$ cat src/sv/bds_pkg.sv
// shared types and constants of the 2x2 box downsampler
package bds_pkg;

  localparam int PIX_W = 8;
  localparam int SUM_W = 9;
  localparam int CFG_W = 16;

  localparam logic REG_SRC_WIDTH  = 1'b0;
  localparam logic REG_SRC_HEIGHT = 1'b1;

  typedef struct packed {
    logic             last;
    logic [PIX_W-1:0] pixel;
  } res_t;

endpackage

$ cat src/sv/bds_out.sv
// output register with skid stage
module bds_out
  import bds_pkg::*;
(
  input  logic             clk,
  input  logic             rst,
  input  logic             in_valid,
  input  res_t             in_res,
  output logic             in_ready,
  output logic             m_tvalid,
  input  logic             m_tready,
  output logic [PIX_W-1:0] m_tdata,
  output logic             m_tlast
);

  logic out_valid;
  res_t out_res;
  logic skid_valid;
  res_t skid_res;

  always_ff @(posedge clk) begin
    if (rst) begin
      out_valid  <= 1'b0;
      skid_valid <= 1'b0;
    end else if (out_valid && !m_tready) begin
      if (in_valid) begin
        skid_res   <= in_res;
        skid_valid <= 1'b1;
      end
    end else if (skid_valid) begin
      out_res    <= skid_res;
      out_valid  <= 1'b1;
      skid_valid <= 1'b0;
    end else begin
      out_valid <= in_valid;
      if (in_valid) begin
        out_res <= in_res;
      end
    end
  end

  assign in_ready = !skid_valid;
  assign m_tvalid = out_valid;
  assign m_tdata  = out_res.pixel;
  assign m_tlast  = out_res.last;

endmodule

$ cat config.mk
export PLATFORM = sky130hd
export DESIGN_NAME = bds_out
export DESIGN_NICKNAME = d
export VERILOG_FILES = /design/src/sv/bds_pkg.sv /design/src/sv/bds_out.sv
export SDC_FILE = /design/constraint.sdc
export NUM_CORES = 1
export LEC_CHECK = 0
export BUFFER_PORTS_ARGS = -buffer_cell sky130_fd_sc_hd__buf_2
export CAP_MARGIN = 20
export CORE_UTILIZATION = 51
export CTS_CLUSTER_DIAMETER = 50
export DETAILED_ROUTE_END_ITERATION = 10
export PLACE_DENSITY_LB_ADDON = 0.05
export SLEW_MARGIN = 20
export SYNTH_ARGS = -nofsm -noshare
export SYNTH_HDL_FRONTEND = slang
export SYNTH_SLANG_ARGS = --single-unit
$ cat constraint.sdc
create_clock -name clk -period 3.44 [get_ports clk]
set_input_delay 0.516 -clock clk [delete_from_list [all_inputs] [get_ports clk]]
set_output_delay 0.516 -clock clk [all_outputs]
set_load 0.05 [all_outputs]
Word level (Yosys, flattened, before mapping):

Index checks and enable logic that the tools add are counted.

* bitwise logic cells: 2
* reduce and logical (&&, ||, !) cells: 7
* muxes and demuxes: 3

Operators with widths (count)
* 2-to-1 mux 9 bit: 2
* AND reduction 3 bit: 2
* zero test 1 bit: 2
* inverter 1 bit: 2
* nonzero test 2 bit: 1
* OR reduction 2 bit: 1
* logical AND 1 bit: 1
* 2-to-1 mux 1 bit: 1

* logic and storage cells: 18
* output and inout bits: 11
* bits of input ports: 13
* register bits after elaboration: 20

Longest topological paths before layout:

* depth in word-level cells: 4
* depth in mapped cells: 3
* gate-level depth less buffers: 2

Worst setup path after synthesis:

Ideal clock, no wire load.

* kind: register to register
* from: reg out_valid, in the netlist m_tvalid
* to: reg skid_res[0] in the netlist's numbering (enable)
* data required time: 3.051 ns
* stages on the path, launching flop included: 3
* setup time: 0.389 ns
* data arrival time: 1.550 ns
* slack: 1.501 ns
* clock period less this slack: 1.939 ns
* path buffers: 0
* cell sequence: dfxtp_1 nand2b_1 nor3b_1

* longest elaborated chain between the ends: 2

Ends and longest elaborated chain
* from (decl): line bds_out.sv:16 `logic out_valid;`
* from (signal assigned): line bds_out.sv:35 `out_valid <= in_valid;`
* logical AND 1 bit: line bds_out.sv:25 `end else if (out_valid && !m_tready) begin`
* AND reduction 3 bit (no line)
* to (signal assigned): line bds_out.sv:27 `skid_res <= in_res;`
* to (decl): line bds_out.sv:19 `res_t skid_res;`

No other way between the ends.
A chain may end at the register's enable or synchronous reset.

Final worst setup path:

* from: reg skid_valid
* to: out in_ready

* longest elaborated chain between the ends: 1

Ends and longest elaborated chain
* from (decl): line bds_out.sv:18 `logic skid_valid;`
* from (signal assigned): line bds_out.sv:24 `skid_valid <= 1'b0;`
* from (signal assigned): line bds_out.sv:28 `skid_valid <= 1'b1;`
* from (signal assigned): line bds_out.sv:33 `skid_valid <= 1'b0;`
* zero test 1 bit: line bds_out.sv:42 `assign in_ready = !skid_valid;`
* to (decl): line bds_out.sv:9 `output logic in_ready,`

No other way between the ends.

==> results by group <==
Drt
  • Drt pass-1 iters: 4
  • Via count: ~410
  • DR iter-0 viols: 5
  • Post-route ant nets: 0
  • Drt via density: 5.10
  • Final routed wire length divided by cell count: around 14 um
  • Count of unresolved DRC violations after routing: 0
  • Detailed-route wire length: 1130 um

Pwr
  • Power density cells: about 470 nW/um2
  • NetSw: 0.000102 W
  • Switching Share: 0.233
  • Combinational Power Share: 0.121
  • Internal Pwr Total: about 0.00034 W
  • Reg power frac: 0.633
  • Clk pwr share: 0.247
  • Max VDD drop: 0.323 mV
  • Leakage dissipation: 0.367 nW

Logic synthesis
  • Cell taking the most area after synthesis: edfxtp_1
  • Yosys synthesis warning count: 0
  • Netlist cell types: 12
  • Proportion of register bits with asynchronous set or reset after synthesis: 0
  • Mean Syn Cell Area: a little over 20 um2
  • Number of standard cells after synthesis: 38
  • Number of flops mapped to enable cells by yosys: 18
  • Most frequent cell after synthesis: edfxtp_1
  • Share of Yosys cell area claimed by the top area cell type: 0.706
  • Total nets after synthesis: slightly above 50
  • Main flop type after synthesis: edfxtp_1
  • Post-synth top cells: 18 x edfxtp_1, 8 x mux2_4, 2 x dfxtp_1, 2 x nor3_1
  • Sequential area share after synthesis: 0.758
  • Largest cells by area after synthesis: edfxtp_1 71%, mux2_4 16%, dfxtp_1 5.2%, buf_6 1.5%, mux2_2 1.5%
  • Number of storage elements in the synthesis netlist: 20
  • Netlist area before placement: 766 um2

Timing
  • Shortest period the worst path allows: approximately 1.8 ns
  • RSZ-0062 raised after global routing: no
  • Max-slew violation total from the final report: 0
  • Setup TNS after final layout: 0 ns
  • Share of the cycle needed by the critical path after routing: 0.531
  • Relative slew slack: 0.605
  • Transition at the pin with the smallest max-transition slack: roughly 0.59 ns
  • Fin. Hold Viols: 0
  • Finish-stage setup viols: 0
  • Peak Freq: 547 MHz
  • Setup Skew: approximately 0.0064 ns

Die
  • DIE HEIGHT: 40.8 um
  • I/O pin cnt: 24
  • Die Outline Area: around 1700 um2
  • Row count: 13
  • Starting density of the core: 0.567
  • Placeable Area: 1350 um2
  • Die X-Extent: 40.8 um

Critical path
  • Buffers plus inverters on the worst setup path: 2
  • Launch point of the worst reg-to-reg path: skid_valid$_SDFFE_PP0P_
  • Capture point of the worst reg-to-reg path: m_tdata[5]$_DFFE_PP_
  • Max stage delay on crit path: between 0.7 and 0.8 ns
  • Element type at the critical path start: flop
  • Setup slack of the most critical reg-to-reg path: approximately 1.8 ns
  • Largest delay contributor family on the critical path: flip-flops
  • Slowest cell on the critical path: dfxtp_1
  • Data required time at the worst endpoint: 2.92 ns
  • Worst Setup Path Type: reg2out
  • Top fanout value on the critical path: 11
  • Arrival time at the worst endpoint: 1.31 ns
  • Path depth of the worst reg2reg path: 3
  • Series of cell instances along the critical path: inv_1, buf_2
  • Crit path launch: skid_valid$_SDFFE_PP0P_
  • Crit path capture type: primary output

Min path
  • WHS Endpoint: m_tvalid$_SDFFE_PP0N_
  • Hold crit path type: in2reg
  • Hold Path Origin: rst
  • Hold depth: 2

Clock network
  • Hold-fix buffers, CTS: 0
  • Maximum level of the CTS H-tree: 1
  • CTS-repair resized insts: 0
  • Clock transition at the register clock pins on the worst setup and hold paths after CTS: around 0.11 ns
  • TritonCTS sink count: 20
  • Clock tree from TritonCTS: yes
  • Root Buffer Master: clkbuf_4
  • Clock insertion delay at the later pin of the skew report: 0.29 ns
  • Num CTS Buffers: 3
  • Post-CTS repair timing setup buffer count: 0
  • Bufs on Longest Clock Path: 2

Final layout
  • Net total in the final layout: 80
  • Layout Cell Area excl Fill: 930 um2
  • Area added between synthesis and finish: 21.4%
  • Proportion of layout cells with a drive suffix above 1: 0.561
  • Antenna cell count: 0

Run
  • Max-cap check violation count: 0

Placement
  • Buffers on Ports: 23
  • Global placer's final weighted congestion: between 0.6 and 0.7
  • Post-place instance area: 903 um2

GRT
  • First-pass GRT wire length: 1570 um
  • Tot GR Track Use: 0.157
  • Number of antenna violations at the first check in global routing: 0
  • Via count of the first global-routing pass: 380
  • Maximum number of pins on one net before global-route repair: 12
  • GRT overflow: 0

Outcome
  • Status: complete, no violations
==> stage by stage <==
step	hold slack [ns]	setup slack (ns)	power, W	std cells	util
2_1_floorplan	0.523	1.50	0.000318	38	-
3_3_place_gp	0.499	1.69	0.000333	77	0.669
3_5_place_dp	0.530	1.60	0.000335	77	0.669
4_1_cts	0.404	1.59	0.000439	81	0.689
5_1_grt	0.398	1.55	0.000454	81	0.689
6_report	0.405	1.61	0.000437	81	0.689
==> metal layers <==
layer | routed length (um) | track usage | up-vias
met1 | 489 | 0.165 | 198
met4 | 0 | 0.0750 | 0
met3 | 63 | 0.0489 | 0
met5 | 0 | 0 | -
li1 | - | - | 199
met2 | 572 | 0.282 | 16
==> kinds of logic after synthesis <==
kind of cell | count (synthesis) | share of synthesized area
DFF | 20 | 0.758
muxes | 9 | 0.172
and+or+nand+nor | 6 | 0.0441
buffers and inverters | 2 | 0.0196
AOI/OAI and AO/OA | 1 | 0.00653
==> layout by cell type, fill, tap and decap left out, drive strengths merged <==
cell and count:
dfxtp 2, clkbuf 3, nor3b 1, nand2b 1, nor3 2, clkinv 1
edfxtp 18, buf 25, nor2 1, inv 1, nor2b 1, mux2 9
a21oi 1
==> flip-flops by register name (all words and copies together), names as in the netlist <==
register / cells
skid_valid: 1
m_tlast: 1
skid_res: 9
m_tvalid: 1
m_tdata: 8
==> cell type report <==
class	count	area, um2
clock buffers	3	22.5
clock inverters	1	3.75
repair buffers	25	130
fillers	107	420
well taps	15	18.8
inverters	1	3.75
multi-input cells	16	170
flip-flops and latches	20	581
==> worst max-delay path by stage <==
stage,end,slack (ns),depth (start not counted)
floorplan,skid_res[0]$_DFFE_PP_,1.50,2
global placement,skid_res[3]$_DFFE_PP_,1.69,4
detailed placement,skid_res[2]$_DFFE_PP_,1.60,4
CTS,in_ready,1.59,2
global route,in_ready,1.55,2
finish,in_ready,1.61,2
==> power groups by stage <==
stage | sequential (W) | combinational (W) | clock (W)
2_1_floorplan | 0.000301 | 0.0000164 | 0
4_1_cts | 0.000277 | 0.0000531 | 0.000109
3_3_place_gp | 0.000282 | 0.0000510 | 0
5_1_grt | 0.000277 | 0.0000560 | 0.000120
6_report | 0.000277 | 0.0000527 | 0.000108
3_5_place_dp | 0.000282 | 0.0000530 | 0
(Power assumes the default switching activity.)
