<file path="src/sv/bds_pkg.sv">
// shared types and constants of the 2x2 box downsampler
package bds_pkg;

  localparam int PIX_W = 8;
  localparam int SUM_W = 9;
  localparam int CFG_W = 16;

  localparam logic REG_SRC_WIDTH  = 1'b0;
  localparam logic REG_SRC_HEIGHT = 1'b1;

  typedef struct packed {
    logic             last;
    logic [PIX_W-1:0] pixel;
  } res_t;

endpackage

</file>
<file path="src/sv/bds_cell.sv">
// one cell of the line store chain, holding one pair sum
module bds_cell
  import bds_pkg::*;
(
  input  logic             clk,
  input  logic             shift,
  input  logic             tail,
  input  logic [SUM_W-1:0] din,
  input  logic [SUM_W-1:0] from_next,
  output logic [SUM_W-1:0] q
);

  always_ff @(posedge clk) begin
    if (shift) begin
      q <= tail ? din : from_next;
    end
  end

endmodule

</file>
<file path="src/sv/bds_line.sv">
// line store: chain of cells with a movable entry point, read at cell zero
module bds_line
  import bds_pkg::*;
#(
  parameter int DEPTH = 512,
  parameter int IDX_W = 9
) (
  input  logic             clk,
  input  logic             shift,
  input  logic [IDX_W-1:0] tail_idx,
  input  logic [SUM_W-1:0] din,
  output logic [SUM_W-1:0] dout
);

  logic [SUM_W-1:0] q [DEPTH];

  for (genvar i = 0; i < DEPTH; i++) begin : g_cell
    logic [SUM_W-1:0] from_next;
    logic             tail;

    if (i == DEPTH - 1) begin : g_top
      assign from_next = din;
    end else begin : g_mid
      assign from_next = q[i+1];
    end

    assign tail = (tail_idx == IDX_W'(i));

    bds_cell u_cell (
      .clk       (clk),
      .shift     (shift),
      .tail      (tail),
      .din       (din),
      .from_next (from_next),
      .q         (q[i])
    );
  end

  assign dout = q[0];

endmodule

</file>
<file path="config.mk">
export PLATFORM = sky130hd
export DESIGN_NAME = bds_line
export DESIGN_NICKNAME = d
export VERILOG_FILES = /design/src/sv/bds_pkg.sv /design/src/sv/bds_cell.sv /design/src/sv/bds_line.sv
export SDC_FILE = /design/constraint.sdc
export NUM_CORES = 2
export LEC_CHECK = 0
export BUFFER_PORTS_ARGS = -buffer_cell sky130_fd_sc_hd__buf_2
export CAP_MARGIN = 20
export CORE_MARGIN = 10
export CORE_UTILIZATION = 55
export CTS_BUF_LIST = sky130_fd_sc_hd__clkbuf_8
export DETAILED_ROUTE_END_ITERATION = 10
export PLACE_DENSITY_LB_ADDON = 0.25
export SYNTH_ARGS = -nofsm -noshare
export SYNTH_HDL_FRONTEND = slang
export SYNTH_SLANG_ARGS = --single-unit
</file>
<file path="constraint.sdc">
create_clock -name clk -period 7.3 [get_ports clk]
set_input_delay 1.46 -clock clk [delete_from_list [all_inputs] [get_ports clk]]
set_output_delay 1.46 -clock clk [all_outputs]
set_load 0.005 [all_outputs]
</file>
# Yosys cells after proc, flatten, opt, wreduce, memory -nomap -nowiden
# Index checks and enable logic that the tools add are counted.
[word_totals] register_bits=4608 inputBits=20 out_inout_bits=9 wordCells=1534
[op_classes] n_eq_ne=510 n_mux=511 n_reduce_logical=1
[op_table] op="2-to-1 mux 9 bit" n=511
[op_table] op="== test 9 bit (second input constant)" n=255
[op_table] op="== test 9 x 8 -> 1 bit (second input constant)" n=128
[op_table] op="== test 9 x 7 -> 1 bit (second input constant)" n=64
[op_table] op="== test 9 x 6 -> 1 bit (second input constant)" n=32
[op_table] op="== test 9 x 5 -> 1 bit (second input constant)" n=16
[op_table] op="== test 9 x 4 -> 1 bit (second input constant)" n=8
[op_table] op="== test 9 x 3 -> 1 bit (second input constant)" n=4
[op_table] op="== test 9 x 2 -> 1 bit (second input constant)" n=2
[op_table] op="== test 9 x 1 -> 1 bit (second input constant)" n=1
[op_table] op="zero test 9 bit" n=1

# Depth between registers and ports, before layout
[depth] depth_word=2 depth_mapped=7 depth_no_buf=3

# Cells and area by module
# Synthesis repeated with hierarchy kept, for this count alone.
[hier_totals] hier_cells=10442 hier_area_um2=217258.4
[modules_own_cells] mod="bds_cell" instances=512 cells_each=19 area_per_inst_um2=416.6 seq_area_each_um2=270.3
[modules_own_cells] mod="bds_line" instances=1 cells_each=714 area_per_inst_um2=3933.8 seq_area_each_um2=0.0

# Least setup slack after synthesis
# OpenSTA, ideal clock, no wires.
[synth_path] kind="input to register" from="input tail_idx[4]" to="register g_cell[398].u_cell.q[0], data pin" setup_time_ns=0.260 arrival_ns=3.100 t_required_ns=7.040 path_slack_ns=3.940 stages=6 path_buffers=3 path_cell_list="buf_2 or4b_1 clkbuf_2 buf_6 nor3_4 mux2_2"
[synth_between] elab_chain_cells=2
[synth_rtl] element="start, declared" line="bds_line.sv:10" text="input logic [IDX_W-1:0] tail_idx,"
[synth_rtl] element="== test 9 bit" line="bds_line.sv:27" text="assign tail = (tail_idx == IDX_W'(i));"
[synth_rtl] element="2-to-1 mux 9 bit" line="bds_cell.sv:15" text="q <= tail ? din : from_next;"
[synth_rtl] element="end signal, assigned" line="bds_cell.sv:15"
[synth_rtl] element="end, declared" line="bds_cell.sv:10" text="output logic [SUM_W-1:0] q"
# Every way passes these cells.
# A chain may end at the register's enable or synchronous reset.

# Worst setup path after layout
[layout_path] from="input tail_idx[5]" to="register g_cell[59].u_cell.q[4], data pin"
[layout_between] elab_chain_cells=2
[layout_rtl] element="== test 9 x 6 -> 1 bit" line="bds_line.sv:27"
[layout_rtl] element="2-to-1 mux 9 bit" line="bds_cell.sv:15"
[layout_rtl] element="end signal, assigned" line="bds_cell.sv:15"
[layout_rtl] element="end, declared" line="bds_cell.sv:10"
# Every way passes these cells.

==> run metrics <==
status=complete, no violations; clock root buffer=clkbuf_8; # nets final=10,700; vias in the first global route=101,000; vias per cell=5.91; final setup violation count=0; design area=0.217 sq mm; GP Congestion=0.763; Yosys top cell by area=edfxtp_1; Net Sw Power=12.3 mW; H-tree Lvls=6; Primary FF master, synth=edfxtp_1; Area after DPL=0.204 sq mm; Clock Skew=46.4 ps; hold path endpoint=g_cell[351].u_cell.q[1]$_DFFE_PP_; final hold vios=0; DR DRC count=0; min cycle time layout=3460 ps; CP max FO=32; Ys Warns=0; relative slew slack=1.34%; IO buf count=28; hold crit path type=flop to flop; hold_sp=g_cell[352].u_cell.q[1]$_DFFE_PP_; largest net degree at the start of global routing=204; global-route wire length before repair=606,000 um; Avg Inst Size Synth=19.0 sq um; TNS Setup=0 ps; Max Fclk=289 MHz; final WL=387,000 um; FF+latch count, synth=4,608; Die X-Extent=621 um; power per cell area=249 mW/mm^2; CP Data Arrival Time=4400 ps; worst hold stages=1; ANT nets after route=0; M1 GR Usage=27.6%; num ports=29; Worst EP required=8240 ps; Largest regs=g_cell.u_cell.q: 4608 flops; Storage cell area=0.138 sq mm; Worst-Skew Late Latency=1220 ps; Syn Nets=10,500; unrepaired setup endpoints after global routing=false; synthesized cell area=0.199 sq mm; Clock Power Share=37.1%; Worst Reg-to-Reg Cells=1; CTS buffer count=737; period utilization=47.4%; top cell type's share of synthesized area=69.7%; layout cells sized above 1=52.5%; VDD IR max=0.156 mV; routing usage on met2=32.6%; Final Slew Violations=0; post-CTS setup buffers=0; Clock Sinks=4,608; fillers=25,600; Reg-to-Reg End=g_cell[175].u_cell.q[4]$_DFFE_PP_; Seq pwr share=57.7%; number of flip-flops in the largest register=4,608; CP Class=primary input to flop; sequential area share after synthesis=69.7%; met3 Use GR=3.45%; DR WL/cell=24.0 um; Initial Util=55.3%; Tightest Pin Transition=1480 ps; gr usage total=19.8%; synth cell count leaders=edfxtp_1, mux2_2, clkbuf_1; Biggest register=g_cell.u_cell.q; Congestion Overflow GR=0; Int Pwr=41.8 mW; Clk pin slew, worst setup/hold paths=60 ps; Post-synth EDFFs=4,608; largest cells by area after synthesis=edfxtp_1, mux2_2, nor3_4; CTS tree=done; Die Height=621 um; origin of the critical flop-to-flop path=g_cell[176].u_cell.q[4]$_DFFE_PP_; Distinct cells, synth=40; initial antenna violation count=16; combinational fraction of design power=5.2%; Multi-input gate area=0.0576 sq mm; Sw Share=22.7%; ys async rst share=0%; Layout area overhead=9.42%; DR pass1 iterations=8; Max-Cap Viols=0; 1st-iter DRT viols=8,638; Setup crit start kind=primary input; hold_buf cts=0; Leak=74.7 nW; Max Root-Sink Buffers=4; routed vias=95,100; cell with the most instances after synthesis=edfxtp_1; Synth Instances=10,500; post-cts sizing count=0; Worst Setup End Kind=flop; R2R Setup Slk=6260 ps; CP peak stage delay=930 ps; core area=0.359 sq mm; CP max stage cell=nand4bb_2; die area=0.386 sq mm; FP Rows=220; GRT Max-Usage Layer=met2; HPWL after detailed placement=200,000 um; cells along the critical path=buf_2 -> nand4bb_2 -> nor3_2 -> mux2_2
[worst max path at each step]
stage	from	endpoint	slack (ps)
floorplan	tail_idx[4]	g_cell[398].u_cell.q[0]$_DFFE_PP_	3940
finish	tail_idx[5]	g_cell[59].u_cell.q[4]$_DFFE_PP_	3840
global route	tail_idx[5]	g_cell[61].u_cell.q[5]$_DFFE_PP_	3840
detailed placement	tail_idx[5]	g_cell[59].u_cell.q[4]$_DFFE_PP_	2660
CTS	tail_idx[5]	g_cell[59].u_cell.q[4]$_DFFE_PP_	3960
global placement	tail_idx[5]	g_cell[59].u_cell.q[0]$_DFFE_PP_	2740
[metrics by stage]
stage | worst slack [ps] | total power [mW] | instances | utilization, % | hold slack (ps)
floorplan | 3940 | 33.2 | 10500 | - | 501
global placement | 2740 | 34.4 | 14800 | 56.8 | 517
detailed placement | 2660 | 34.6 | 14800 | 56.8 | 520
CTS | 3960 | 54.7 | 16100 | 60.4 | 502
global route | 3840 | 56.2 | 16100 | 60.5 | 524
finish | 3840 | 54.1 | 16100 | 60.5 | 518
[metal layers]
layer	part of all wire, %	wire [um]
met4	1.9	7450
met1	44	169000
met5	0.0044	17
met2	49	190000
met3	5.4	21000
[power by group through the flow]
stage / clock, mW / combinational (mW) / sequential (mW)
after detailed placement: 0 / 2.80 / 31.8
after global placement: 0 / 2.71 / 31.7
final: 20.1 / 2.79 / 31.2
after global routing: 21.8 / 3.03 / 31.3
after CTS: 20.6 / 2.83 / 31.2
after floorplan: 0 / 1.63 / 31.6
[cells in the final DEF (no fill, tap or decap), types with 2 or more instances in the layout]
master      count
and4b_1         4
nand2b_4        2
clkinv_8        2
nand3b_1        3
mux2_4          9
or4b_1          3
nor3b_2         3
nor4b_2         4
buf_8           9
nand4b_1        4
nand3_1       272
diode_2         7
nand3_2         8
and3b_2         2
clkinv_2       62
inv_6          14
buf_4         130
inv_12          6
bufinv_16       9
buf_16          2
buf_2          18
nand4bb_2       5
buf_12         51
inv_8          13
clkinv_1      214
nor4bb_4        6
nor3_4        208
edfxtp_1     4608
nor3_2         24
clkbuf_8      747
mux2_2       4582
clkinvlp_4     16
nor2b_4         2
mux2_1          8
inv_1         251
or3b_2          3
[layout make-up]
| type | instances | share of cell area, % |
|---|---|---|
| antenna | 7 | 0.00806 |
| clock buffer | 747 | 4.73 |
| clock inverter | 588 | 1.31 |
| multi-input combinational | 5166 | 26.5 |
| sequential | 4608 | 63.7 |
| tap | 4773 | 2.75 |
| timing repair buffer | 210 | 1.05 |
[cell families after synthesis]
logic type	after synthesis	share of synthesized area [%]
buffers and inverters	703	1.47
flip-flops	4608	69.7
AND/OR/NAND/NOR	567	2.79
multiplexers	4599	26.1
[worst max-delay path: cells and delay by family]
family                 cells  cell delay, ps
buffers and inverters      1             630
multiplexers               1             420
AND/OR/NAND/NOR            2            1810
No activity file was read; power rests on OpenSTA's default activity.
